--- config.mk ---
export PLATFORM = sky130hd
export DESIGN_NAME = battery_level_gauge
export DESIGN_NICKNAME = d
export VERILOG_FILES = /design/src/rtl/core/blg_pkg.sv /design/src/rtl/core/blg_sdiv.sv /design/src/rtl/core/battery_level_gauge.sv
export SDC_FILE = /design/constraint.sdc
export NUM_CORES = 1
export LEC_CHECK = 0
export CAP_MARGIN = 25
export CORE_ASPECT_RATIO = 0.5
export CORE_MARGIN = 2
export CORE_UTILIZATION = 25
export CTS_CLUSTER_SIZE = 10
export DETAILED_ROUTE_END_ITERATION = 16
export DONT_BUFFER_PORTS = 1
export PLACE_DENSITY = 0.37
export SLEW_MARGIN = 20
export SYNTH_ARGS = -nofsm -noshare
export SYNTH_HDL_FRONTEND = slang
export SYNTH_SLANG_ARGS = --single-unit
--- constraint.sdc ---
create_clock -name clk_i -period 11.4 [get_ports clk_i]
set_input_delay 2.28 -clock clk_i [delete_from_list [all_inputs] [get_ports clk_i]]
set_output_delay 2.28 -clock clk_i [all_outputs]
set_load 0.005 [all_outputs]
--- src/rtl/core/blg_pkg.sv ---
// Shared types and constants of the battery level gauge.
package blg_pkg;

  localparam int unsigned NumW = 10;
  localparam int unsigned DenW = 6;
  localparam int unsigned CntW = $clog2(NumW + 1);
  localparam int unsigned LvlW = 7;

  localparam logic [15:0] MvFull  = 16'd4200;
  localparam logic [15:0] MvKnee1 = 16'd4000;
  localparam logic [15:0] MvKnee2 = 16'd3800;
  localparam logic [15:0] MvKnee3 = 16'd3700;
  localparam logic [15:0] MvKnee4 = 16'd3500;
  localparam logic [15:0] MvEmpty = 16'd3300;

  localparam logic [LvlW-1:0] PctFull  = 7'd100;
  localparam logic [LvlW-1:0] PctKnee1 = 7'd75;
  localparam logic [LvlW-1:0] PctKnee2 = 7'd50;
  localparam logic [LvlW-1:0] PctKnee3 = 7'd25;
  localparam logic [LvlW-1:0] PctKnee4 = 7'd10;
  localparam logic [LvlW-1:0] PctEmpty = 7'd0;

  // Divisors that turn a millivolt offset into whole percent per segment.
  localparam logic [DenW-1:0] DenSteep = 6'd8;
  localparam logic [DenW-1:0] DenMid   = 6'd4;
  localparam logic [DenW-1:0] DenKnee4 = 6'd40;
  localparam logic [DenW-1:0] DenEmpty = 6'd20;

  localparam logic [1:0] RegLow      = 2'd0;
  localparam logic [1:0] RegCritical = 2'd1;
  localparam logic [1:0] RegThresh   = 2'd2;

  localparam logic [1:0] ClsGood     = 2'd0;
  localparam logic [1:0] ClsLow      = 2'd1;
  localparam logic [1:0] ClsCritical = 2'd2;

  typedef struct packed {
    logic            start;
    logic [NumW-1:0] num;
    logic [DenW-1:0] den;
  } blg_div_req_t;

  typedef enum logic [2:0] {
    StIdle = 3'b001,
    StDiv  = 3'b010,
    StDone = 3'b100
  } blg_state_e;

endpackage

--- src/rtl/core/blg_sdiv.sv ---
// Bit-serial restoring divider, one quotient bit per cycle.
module blg_sdiv
  import blg_pkg::*;
(
  input  logic               clk_i,
  input  logic               rst_ni,
  input  blg_div_req_t       req_i,
  output logic               done_o,
  output logic [NumW-1:0]    quo_o
);

  logic [NumW-1:0] quo_q, quo_d;
  logic [DenW-1:0] rem_q, rem_d;
  logic [DenW-1:0] den_q, den_d;
  logic [CntW-1:0] cnt_q, cnt_d;
  logic            busy_q, busy_d;
  logic            done_q, done_d;
  logic [DenW:0]   part;
  logic            fits;

  always_comb begin
    part  = {rem_q, quo_q[NumW-1]};
    fits  = part >= {1'b0, den_q};
    quo_d = quo_q;
    rem_d = rem_q;
    den_d = den_q;
    cnt_d = cnt_q;
    busy_d = busy_q;
    done_d = 1'b0;
    if (req_i.start) begin
      quo_d  = req_i.num;
      rem_d  = '0;
      den_d  = req_i.den;
      cnt_d  = CntW'(NumW);
      busy_d = 1'b1;
    end else if (busy_q) begin
      quo_d = {quo_q[NumW-2:0], fits};
      rem_d = fits ? DenW'(part - {1'b0, den_q}) : part[DenW-1:0];
      cnt_d = cnt_q - 1'b1;
      if (cnt_q == CntW'(1)) begin
        busy_d = 1'b0;
        done_d = 1'b1;
      end
    end
  end

  always_ff @(posedge clk_i or negedge rst_ni) begin
    if (!rst_ni) begin
      busy_q <= 1'b0;
      done_q <= 1'b0;
      cnt_q  <= '0;
    end else begin
      busy_q <= busy_d;
      done_q <= done_d;
      cnt_q  <= cnt_d;
    end
  end

  always_ff @(posedge clk_i) begin
    quo_q <= quo_d;
    rem_q <= rem_d;
    den_q <= den_d;
  end

  assign done_o = done_q;
  assign quo_o  = quo_q;

endmodule

--- src/rtl/core/battery_level_gauge.sv ---
// Top level of the battery level gauge: stream ports, registers and level tracking.
// Each input transfer is either a voltage sample or a power presence update, and
// each gives exactly one output transfer. The curve segment of a sample is picked
// combinationally as the transfer is accepted. Its result passes through the bit-serial
// divider, which scales the millivolt offset to whole percent, then the divider's
// registered done flag, which moves the control to its done state, and then the update
// of the held level and the load of the output register. A power update goes straight
// to the done state and then loads the output register. One item is in work at a
// time, so a new sample or power update is accepted only after the previous item
// has finished. The next item is accepted while the previous result still waits in
// the output register. An item that finishes while the output register is still
// full stalls until that result is taken.
module battery_level_gauge
  import blg_pkg::*;
(
  input  logic        clk_i,
  input  logic        rst_ni,
  input  logic        s_axis_tvalid,
  output logic        s_axis_tready,
  // [15:0] sample_mv, [16] vbus_present, [23:17] zero
  input  logic [23:0] s_axis_tdata,
  // [0] action
  input  logic [0:0]  s_axis_tuser,
  output logic        m_axis_tvalid,
  input  logic        m_axis_tready,
  // [6:0] raw_level, [13:7] reported_level, [14] level_valid, [15] report_now,
  // [17:16] charge_class, [18] charging, [19] is_low, [23:20] zero
  output logic [23:0] m_axis_tdata,
  input  logic        psel,
  input  logic        penable,
  input  logic        pwrite,
  input  logic [3:0]  paddr,
  input  logic [31:0] pwdata,
  output logic [31:0] prdata,
  output logic        pready
);

  blg_state_e      state_q, state_d;
  logic [LvlW-1:0] low_q, crit_q, thresh_q;
  logic            vbus_now_q, vbus_seen_q, held_valid_q, sent_valid_q;
  logic [LvlW-1:0] held_q, sent_q;
  logic            action_q, present_q;
  logic [LvlW-1:0] base_q, base_d;
  logic [NumW-1:0] num_d;
  logic [DenW-1:0] den_d;
  logic [7:0]      ofs;
  logic [15:0]     mv;
  logic            out_valid_q;
  logic [23:0]     out_data_q;
  blg_div_req_t    div_req;
  logic            div_done;
  logic [NumW-1:0] div_quo;
  logic            in_xfer, out_free, finish;

  logic            vbus_now_d, vbus_seen_d, held_valid_d, sent_valid_d, report;
  logic [LvlW-1:0] held_d, sent_d, raw, diff;
  logic [1:0]      cls;
  logic            low;

  assign pready = 1'b1;

  always_comb begin
    unique case (paddr[3:2])
      RegLow:      prdata = {25'd0, low_q};
      RegCritical: prdata = {25'd0, crit_q};
      RegThresh:   prdata = {25'd0, thresh_q};
      default:     prdata = '0;
    endcase
  end

  always_ff @(posedge clk_i or negedge rst_ni) begin
    if (!rst_ni) begin
      low_q    <= 7'd20;
      crit_q   <= 7'd5;
      thresh_q <= 7'd5;
    end else if (psel && penable && pwrite) begin
      unique case (paddr[3:2])
        RegLow:      low_q    <= pwdata[LvlW-1:0];
        RegCritical: crit_q   <= pwdata[LvlW-1:0];
        RegThresh:   thresh_q <= pwdata[LvlW-1:0];
        default: ;
      endcase
    end
  end

  assign s_axis_tready = (state_q == StIdle);
  assign in_xfer       = s_axis_tvalid && s_axis_tready;
  assign out_free      = !out_valid_q || m_axis_tready;
  assign finish        = (state_q == StDone) && out_free;
  assign mv            = s_axis_tdata[15:0];

  // Pick the curve segment and the offset into it.
  always_comb begin
    base_d = PctEmpty;
    ofs    = '0;
    den_d  = DenSteep;
    priority if (mv >= MvFull) begin
      base_d = PctFull;
    end else if (mv >= MvKnee1) begin
      base_d = PctKnee1;
      ofs    = 8'(mv - MvKnee1);
    end else if (mv >= MvKnee2) begin
      base_d = PctKnee2;
      ofs    = 8'(mv - MvKnee2);
    end else if (mv >= MvKnee3) begin
      base_d = PctKnee3;
      ofs    = 8'(mv - MvKnee3);
      den_d  = DenMid;
    end else if (mv >= MvKnee4) begin
      base_d = PctKnee4;
      ofs    = 8'(mv - MvKnee4);
      den_d  = DenKnee4;
    end else if (mv >= MvEmpty) begin
      ofs    = 8'(mv - MvEmpty);
      den_d  = DenEmpty;
    end else begin
      base_d = PctEmpty;
    end
    num_d = (den_d == DenKnee4) ? (NumW'(ofs) + {1'b0, ofs, 1'b0}) : NumW'(ofs);
  end

  assign div_req.start = in_xfer && !s_axis_tuser[0];
  assign div_req.num   = num_d;
  assign div_req.den   = den_d;

  blg_sdiv u_sdiv (
    .clk_i  (clk_i),
    .rst_ni (rst_ni),
    .req_i  (div_req),
    .done_o (div_done),
    .quo_o  (div_quo)
  );

  always_comb begin
    state_d = state_q;
    unique case (state_q)
      StIdle: if (in_xfer) state_d = s_axis_tuser[0] ? StDone : StDiv;
      StDiv:  if (div_done) state_d = StDone;
      StDone: if (out_free) state_d = StIdle;
      default: state_d = StIdle;
    endcase
  end

  // Level tracking for the item that finishes now.
  always_comb begin
    vbus_now_d   = vbus_now_q;
    vbus_seen_d  = vbus_seen_q;
    held_d       = held_q;
    held_valid_d = held_valid_q;
    sent_d       = sent_q;
    sent_valid_d = sent_valid_q;
    report       = 1'b0;
    raw          = '0;
    diff         = '0;
    if (action_q) begin
      vbus_now_d = present_q;
      if (present_q) vbus_seen_d = 1'b1;
    end else begin
      raw = base_q + div_quo[LvlW-1:0];
      if (vbus_now_q || vbus_seen_q || !held_valid_q) begin
        held_d       = raw;
        held_valid_d = 1'b1;
        vbus_seen_d  = 1'b0;
      end else if (raw < held_q) begin
        held_d = raw;
      end
      diff = (held_d >= sent_q) ? held_d - sent_q : sent_q - held_d;
      if (!sent_valid_q || diff >= thresh_q) begin
        sent_d       = held_d;
        sent_valid_d = 1'b1;
        report       = 1'b1;
      end
    end
    cls = ClsGood;
    low = 1'b0;
    if (held_valid_d) begin
      if (held_d <= crit_q) cls = ClsCritical;
      else if (held_d <= low_q) cls = ClsLow;
      low = (held_d <= low_q);
    end
  end

  always_ff @(posedge clk_i or negedge rst_ni) begin
    if (!rst_ni) begin
      state_q      <= StIdle;
      vbus_now_q   <= 1'b0;
      vbus_seen_q  <= 1'b0;
      held_q       <= '0;
      held_valid_q <= 1'b0;
      sent_q       <= '0;
      sent_valid_q <= 1'b0;
      out_valid_q  <= 1'b0;
    end else begin
      state_q <= state_d;
      if (finish) begin
        vbus_now_q   <= vbus_now_d;
        vbus_seen_q  <= vbus_seen_d;
        held_q       <= held_d;
        held_valid_q <= held_valid_d;
        sent_q       <= sent_d;
        sent_valid_q <= sent_valid_d;
        out_valid_q  <= 1'b1;
      end else if (m_axis_tready) begin
        out_valid_q <= 1'b0;
      end
    end
  end

  always_ff @(posedge clk_i) begin
    if (in_xfer) begin
      action_q  <= s_axis_tuser[0];
      present_q <= s_axis_tdata[16];
      base_q    <= base_d;
    end
    if (finish) begin
      out_data_q <= {4'd0, low, vbus_now_d, cls, report, held_valid_d, held_d, raw};
    end
  end

  assign m_axis_tvalid = out_valid_q;
  assign m_axis_tdata  = out_data_q;

endmodule
# Word level (Yosys, flattened, before mapping)
# Cells that the tools add are included.
# word_totals
register_bits	100
output_inout_bits	59
word_cells	136
# op_classes
muxes	50
n_addsub	11
bitwise	2
n_eq_ne	11
n_lt_le_gt_ge	12
n_reduce_logical	25
# ops
op	n
$ge 16x12->1 const B	5
$mux 6	8
$mux 8	6
$mux 7	5
$sub 8x8->8 const B	4
$mux 10	3
$pmux 7 s3	1
$ge 16x13->1 const B	1
$mux 1	16
$ge 7x7->1	2
$le 7x7->1	2
$sub 7x7->7	2
$mux 3	4
$mux 4	3
$add 8x9->10	1
$mux 5	2
$pmux 3 s3	1
$reduce_and 3->1	3
$sub 8x7->8 const B	1
$add 7x7->7	1
$ge 7x6->1	1
$lt 7x7->1	1
$eq 6x6->1 const B	1
$ne 2x1->1 const B	3
18 further kinds	34

# Logic depth before layout (Yosys ltp)
# Gate-level depths: netlist of the first run.
# depth
ltp_word	10
ltp_mapped	34
mapped_depth_nobuf	30

# Modules after synthesis
# A second synthesis of the first run with hierarchy kept.
# hier_totals
hier_cells	805
area_unflattened_um2	7576.0
# modules_own_cells
module	area_per_inst_um2	cells_each	seq_area_each_um2	n_inst
battery_level_gauge	6097.1	675	1955.6	1
blg_sdiv	1478.9	130	750.7	1

# Least setup slack after synthesis of the first run
# No wires, ideal clock.
# synth_timing
path_kind	register to register
start	reg u_sdiv.quo_q[0], in the netlist u_sdiv.quo_o[0]
end	reg sent_q[2]
n_path_buf	4
t_required_ps	11261
path_stages_with_launch	33
setup_time_ps	139
arrival_ps	5792
slack_ps	5470
cell_sequence	edfxtp_1 > ha_1 > fa_1 > a21oi_1 > nor2_1 > nor2_1 > o21bai_1 > a21oi_1 > xnor2_1 > inv_1 > ha_1 > a21oi_1 > o21ai_1 > nand3_1 > clkbuf_1 > nor2_1 > a21o_1 > ha_1 > clkbuf_1 > o21a_1 > o311a_1 > o211ai_1 > nand2_1 > buf_2 > mux2i_1 > a21oi_1 > o21ai_0 > xor2_1 > ha_1 > or3_1 > o21ai_1 > clkbuf_1 > o21ai_0
# synth_via
elab_chain_cells	10
# synth_lines
item	line	text
from (decl)	blg_sdiv.sv:12	logic [NumW-1:0] quo_q, quo_d;
from (signal assigned)	blg_sdiv.sv:60	quo_q <= quo_d;
$add 7x7->7 (*)	battery_level_gauge.sv:159	raw = base_q + div_quo[LvlW-1:0];
$lt 7x7->1	battery_level_gauge.sv:164	end else if (raw < held_q) begin
$mux 7	battery_level_gauge.sv:164	
$mux 7 (*)	battery_level_gauge.sv:160	if (vbus_now_q || vbus_seen_q || !held_valid_q) begin
$mux 7 (*)	battery_level_gauge.sv:155	if (action_q) begin
$sub 7x7->7 or $ge 7x7->1 (tied branches)	battery_level_gauge.sv:167	diff = (held_d >= sent_q) ? held_d - sent_q : sent_q - held_d;
$mux 7	battery_level_gauge.sv:167	
$ge 7x7->1	battery_level_gauge.sv:168	if (!sent_valid_q || diff >= thresh_q) begin
$logic_or 1x1->1	battery_level_gauge.sv:168	
$reduce_and 3->1 (no source line)	-	
to (signal assigned)	battery_level_gauge.sv:200	sent_q <= sent_d;
to (decl)	battery_level_gauge.sv:41	logic [LvlW-1:0] held_q, sent_q;
# Mark *: on every way between the ends. The rest lies on a longest branch, timed or not. The select of a mux whose other input is x is not followed.
# A chain may end at the register's enable or synchronous reset.

# Worst setup path after layout of the first run
# layout_timing
start	reg u_sdiv.quo_q[0], in the netlist u_sdiv.quo_o[0]
end	reg sent_q[6]
# The elaborated chain is that of the path after synthesis.

==> impl_results.rst, run 1 <==
.. list-table::
   :header-rows: 1

   * - Metric
     - Value
   * - Post-synthesis instance area
     - 7090 um^2
   * - Detail-routed net length per standard cell
     - 15.4 um
   * - Final routed DRC violation total
     - 0
   * - Clk slew on worst S/H paths
     - 70 ps
   * - Post-Layout Inst Area
     - 7670 um^2
   * - Required time of the worst setup path
     - 11,630 ps
   * - Global-route total usage across every layer
     - 0.122
   * - Cell area power density
     - 314 nW/um^2
   * - Count of mapped cells out of synthesis
     - 773
   * - Unrepaired setup endpoints after global routing
     - false
   * - Area taken by flip-flops and latches
     - 2650 um^2
   * - Final setup fails
     - 0
   * - Most used flip-flop cell after synthesis
     - edfxtp_1
   * - Global placer's final weighted congestion
     - 0.810
   * - Final worst slack
     - 4100 ps
   * - Type of origin of the critical path
     - flip-flop
   * - Overall routed net length
     - 17,700 um
   * - Status
     - finished clean
   * - Post-route ant nets
     - 0
   * - HPWL Detailed
     - 13,500 um
   * - Number of nets in the layout
     - 909
   * - Crit path kind
     - reg2reg
   * - Die ar.
     - 29,800 um^2
   * - Initial antenna violation count
     - 0
   * - Via density per instance
     - 4.41
   * - Critical Path Most Common Cell
     - ha_1
   * - Violation count after the first detailed-route iteration
     - 215
   * - Least-Margin Pin Slew
     - 836 ps
   * - Placed Cells
     - 1,133
   * - Post-synth cell types
     - 66
   * - Count of final hold-check violations
     - 0
   * - Combined area of the multi-input logic cells
     - 3950 um^2
   * - Hold Crit Class
     - reg2reg
   * - Post-placement cell area
     - 7400 um^2
   * - Final critical delay including setup and external delays
     - 7300 ps
   * - Global-route wire length before repair
     - 28,200 um
   * - Synthesis warning total
     - 0
   * - Number of global-route vias before repair
     - 5,027
   * - Number of gates resized after CTS
     - 0
   * - Core outline area
     - 27,800 um^2
   * - Die height
     - 123 um
   * - Share of synthesized area occupied by flip-flops and latches
     - 0.373
   * - Final total power
     - 2.41 mW
   * - CTS Buffer Depth
     - 2
   * - Max FO, Critical Path
     - 13
   * - Total of buffers placed on input and output ports
     - 0
   * - Die X
     - 242 um
   * - TritonCTS clock tree
     - built
   * - Slowest-stage cell, CP
     - mux2i_1
   * - Signal arrival time at the worst endpoint
     - 7540 ps
   * - Clock network latency to the later pin of the worst-skew pair
     - 350 ps
   * - Maximum VDD drop
     - 0.139 mV
   * - Largest net degree at the start of global routing
     - 50
   * - Register-to-register path setup slack
     - 4100 ps
   * - Final sum of negative setup slack
     - 0 ps
   * - CTS buffer count
     - 9
   * - Area Growth Syn to Fin
     - 8.15%
   * - Postcts setup bufs
     - 0
   * - Share of synthesized flip-flops with an asynchronous set or reset
     - 0.500
   * - Hold buffer count at CTS
     - 0
   * - Worst hold slack
     - 472 ps
   * - CTS Root Buffer Type
     - clkbuf_16
   * - Top achievable clock speed
     - 137 MHz
   * - Number of violations of the max-capacitance limit
     - 0
   * - Clock sink count
     - 98
   * - Worst-case clock skew
     - 13.6 ps
   * - Number of synthesized flops with an enable pin
     - 43
   * - Post-synthesis register bit count
     - 98
   * - Pre-Repair DR Iteration Count
     - 4
   * - Relative slew slack
     - 0.443
   * - Slew Limit Fails
     - 0
   * - Diode count
     - 0
   * - Mean post-synth cell area
     - 9.18 um^2
   * - Dpl ws
     - 4000 ps
   * - Delay of the slowest cell on the worst path
     - 630 ps
   * - Overflow after GRT
     - 0
   * - Via count
     - 5,070
   * - Initial Utilization
     - 0.255
   * - Number of placement rows
     - 43
   * - Fill count
     - 2,990
   * - Final critical-path share of the clock period
     - 0.640
   * - Critical path capture point type
     - flip-flop
   * - H-tree depth reported by CTS
     - 3
   * - Top Ports
     - 127
   * - Leak pwr
     - 3.28 nW
   * - Layout cells sized above 1
     - 0.0782
   * - Number of standard cells in the layout, taps in and fillers out
     - 1,149
   * - Layout Utilization
     - 0.276
-- area by class of cell --
class | count | area share
multi-input combinational | 574 | 0.515
clock buffer | 11 | 0.0303
timing repair buffer | 7 | 0.00685
tap | 382 | 0.0623
inverter | 72 | 0.0352
clock inverter | 5 | 0.00522
sequential | 98 | 0.345
-- routing by layer --
metal | vias to the layer above | GRT usage | part of all wire | wire, um
li1 | 2603 | - | - | -
met4 | 0 | 0.0285 | 0.011 | 195
met1 | 2388 | 0.154 | 0.48 | 8490
met5 | - | 0 | 0 | 0
met2 | 68 | 0.213 | 0.48 | 8390
met3 | 11 | 0.0271 | 0.033 | 582
-- layout by cell type, fill, tap and decap left out, types with 9 or more instances in the layout --
master and instances:
a21o_1 9, a21oi_1 54, clkbuf_16 9, conb_1 30
dfrtp_1 42, edfxtp_1 43, ha_1 74, inv_1 68
mux2_2 20, mux2i_1 16, nand2_1 78, nand2b_1 12
nor2_1 57, nor2b_1 15, o21a_1 11, o21ai_0 55
o21ai_1 10, xnor2_1 18, xor2_1 9
-- cell usage after synthesis, drive strengths merged (11+ instances only) --
| master | instances | area share |
|---|---|---|
| nand2 | 78 | 0.041 |
| ha | 74 | 0.13 |
| inv | 71 | 0.038 |
| o21ai | 65 | 0.046 |
| nor2 | 57 | 0.030 |
| a21oi | 55 | 0.039 |
| edfxtp | 43 | 0.18 |
| dfrtp | 42 | 0.15 |
| buf | 35 | 0.035 |
| clkbuf | 22 | 0.012 |
| mux2 | 20 | 0.032 |
| xnor2 | 18 | 0.022 |
| mux2i | 16 | 0.023 |
| nor2b | 15 | 0.013 |
| nand2b | 12 | 0.011 |
| o21a | 11 | 0.012 |
-- flip-flops by register name, indices dropped and copies added, names as in the netlist, 4 cells and up --
name	cells
base_q	7
sent_q	7
low_q	7
u_sdiv.quo_o	10
u_sdiv.den_q	4
crit_q	7
thresh_q	7
held_q	7
u_sdiv.cnt_q	4
m_axis_tdata	20
u_sdiv.rem_q	6
-- report_power, final --
part | internal (mW) | switching [mW]
clock network | 0.150 | 0.141
registers | 0.511 | 0.0849
logic | 0.649 | 0.876
-- critical path: cells and delay by family (launching register included) --
kind                     cells  cell delay (ps)
AND/OR/NAND/NOR              5             1270
buffers and inverters        3              480
multiplexers                 2              980
AO/OA/AOI/OAI               12             2030
XOR/XNOR                     2              410
flip-flops                   1              410
adder cells (fa/ha/maj)      5             1580
-- cell families after synthesis --
family / synth area share
compound gates: 0.168
flops: 0.373
fa+ha+maj: 0.145
xor+xnor: 0.0333
mux: 0.0543
buf+inv: 0.0847
other cells: 0.00106
simple gates: 0.141
-- worst paths after layout --
path / cells after the start / start / end
worst max register to register: 29 / u_sdiv.quo_o[0] / sent_q[6]
min in group asynchronous: 0 / rst_ni / vbus_seen_q
worst min register to register: 1 / u_sdiv.done_o / state_q[1]
worst max-delay path: 29 / u_sdiv.quo_o[0] / sent_q[6]
worst min-delay path: 1 / u_sdiv.done_o / state_q[1]
max in group asynchronous: 0 / rst_ni / thresh_q[2]
Note: power is estimated with default switching activity, not from simulation.
==> inputs of run 2 (changes only) <==
- PLACE_DENSITY: 0.37 -> 0.39
- clock period: 11.4 -> 6.7 ns (I/O delays scaled with it)
==> impl_results.rst, run 2 (same netlist as run 1, synthesis figures left out) <==
.. list-table::
   :header-rows: 1

   * - Metric
     - Value
   * - Status
     - finished clean
   * - CTS Buffer Depth
     - 2
   * - Final critical-path share of the clock period
     - 0.918
   * - Least-Margin Pin Slew
     - 833 ps
   * - Number of placement rows
     - 43
   * - Flip-flop count of the largest register, all copies and words added
     - 20
   * - Number of nets in the layout
     - 916
   * - Fill count
     - 2,968
   * - Detail-routed net length per standard cell
     - 15.2 um
   * - Worst-case clock skew
     - 9.38 ps
   * - Die height
     - 123 um
   * - Pre-Repair DR Iteration Count
     - 4
   * - Critical path capture point type
     - flip-flop
   * - Via density per instance
     - 4.48
   * - Postcts setup bufs
     - 0
   * - Die X
     - 242 um
   * - Number of global-route vias before repair
     - 5,228
   * - Reg2reg start
     - u_sdiv.quo_o[0]
   * - Layout Utilization
     - 0.279
   * - HPWL Detailed
     - 13,600 um
   * - Initial antenna violation count
     - 0
   * - Hold Crit Class
     - reg2reg
   * - Signal arrival time at the worst endpoint
     - 6390 ps
   * - Commonest cells after routing, fill and taps aside
     - 77 x nand2_1, 74 x ha_1, 68 x inv_1
   * - Violation count after the first detailed-route iteration
     - 278
   * - Crit path kind
     - reg2reg
   * - Area taken by flip-flops and latches
     - 2650 um^2
   * - Clock sink count
     - 98
   * - Number of violations of the max-capacitance limit
     - 0
   * - Max FO, Critical Path
     - 11
   * - Post-route ant nets
     - 0
   * - Final critical delay including setup and external delays
     - 6150 ps
   * - Via count
     - 5,177
   * - Worst Setup SP
     - u_sdiv.quo_o[0]
   * - Final sum of negative setup slack
     - 0 ps
   * - Final routed DRC violation total
     - 0
   * - Die ar.
     - 29,800 um^2
   * - TritonCTS clock tree
     - built
   * - Maximum VDD drop
     - 0.188 mV
   * - CP bufs+invs
     - 1
   * - Required time of the worst setup path
     - 6940 ps
   * - CTS Root Buffer Type
     - clkbuf_16
   * - Clk slew on worst S/H paths
     - 70 ps
   * - Register-to-register path setup slack
     - 550 ps
   * - Largest net degree at the start of global routing
     - 50
   * - H-tree depth reported by CTS
     - 3
   * - Cell area power density
     - 543 nW/um^2
   * - Hold buffer count at CTS
     - 0
   * - Slowest-stage cell, CP
     - fa_1
   * - Clock network latency to the later pin of the worst-skew pair
     - 350 ps
   * - Global-route total usage across every layer
     - 0.123
   * - Top achievable clock speed
     - 163 MHz
   * - Most frequent standard cell in the layout excluding fill and tap cells
     - nand2_1
   * - Critical Path Most Common Cell
     - ha_1
   * - Count of final hold-check violations
     - 0
   * - Total of buffers placed on input and output ports
     - 0
   * - Type of origin of the critical path
     - flip-flop
   * - Combined area of the multi-input logic cells
     - 3990 um^2
   * - Diode count
     - 0
   * - Overall routed net length
     - 17,600 um
   * - CTS buffer count
     - 9
   * - Global placer's final weighted congestion
     - 0.822
   * - Layout cells sized above 1
     - 0.0930
   * - Leak pwr
     - 3.32 nW
   * - Relative slew slack
     - 0.442
   * - Area Growth Syn to Fin
     - 9.35%
   * - Initial Utilization
     - 0.255
   * - Global-route wire length before repair
     - 28,700 um
   * - Delay of the slowest cell on the worst path
     - 410 ps
   * - Slew Limit Fails
     - 0
   * - Overflow after GRT
     - 0
   * - Launch instance of the worst min-delay path
     - u_sdiv.rem_q[5]
   * - Worst path top cell family by delay
     - compound AO/OA/AOI/OAI gates
   * - Core outline area
     - 27,800 um^2
   * - Final setup fails
     - 0
   * - Top Ports
     - 127
[run 2: changes by cell type in the layout (fill, tap and decap cells not counted), moves of 2 or more]
cell / previous run / this run
buf_4: 7 / 13
clkbuf_1: 2 / 4
o21ai_1: 10 / 8
o21ai_2: 0 / 2
[run 2: routing by layer]
metal,track usage,wire length (um),up-vias
met5,0,0,-
met4,0.0278,182,0
met3,0.0295,754,13
met2,0.214,8340,76
met1,0.155,8340,2467
li1,-,-,2621
[run 2: area by class of cell]
cell class / count / share of cell area
Multi-Input combinational cell: 574 / 0.514
Sequential cell: 98 / 0.341
Tap cell: 382 / 0.0616
Inverter: 72 / 0.0348
Clock buffer: 14 / 0.0327
Timing Repair Buffer: 14 / 0.0140
Clock inverter: 2 / 0.00177
[run 2: path summary, 6_finish.rpt]
check | cells after the start | end
max in group asynchronous | 0 | thresh_q[0]
worst max register to register | 27 | sent_q[6]
min in group asynchronous | 0 | held_valid_q
worst min register to register | 2 | u_sdiv.rem_q[5]
worst min-delay path | 2 | u_sdiv.rem_q[5]
worst max-delay path | 27 | sent_q[6]
[run 2: metrics by stage]
step,instance area [um^2],power [mW],hold slack (ps),setup WS [ps],cells
2_1_floorplan,7200,3.01,420,770,801
3_3_place_gp,7450,3.71,456,269,1140
3_5_place_dp,7450,3.73,475,180,1140
4_1_cts,7720,4.25,485,148,1156
5_1_grt,7760,4.74,506,-13.8,1156
6_report,7760,4.21,476,552,1156
[run 2: power by group]
part | internal (mW) | total [mW] | switching (mW)
Combinational | 1.20 | 2.71 | 1.51
Sequential | 0.870 | 1.01 | 0.142
Clock | 0.264 | 0.490 | 0.227
[run 2: repair_timing]
item | in CTS | in global routing
endpoints found under the hold margin | 0 | 0
setup endpoints to repair | 0 | 8
resized for setup | 0 | 8
[run 2: tightest hold or removal path: stages, from the launching register on]
cell      delay (ps)
dfxtp_1          310
nand2b_1          60
a21oi_1           60
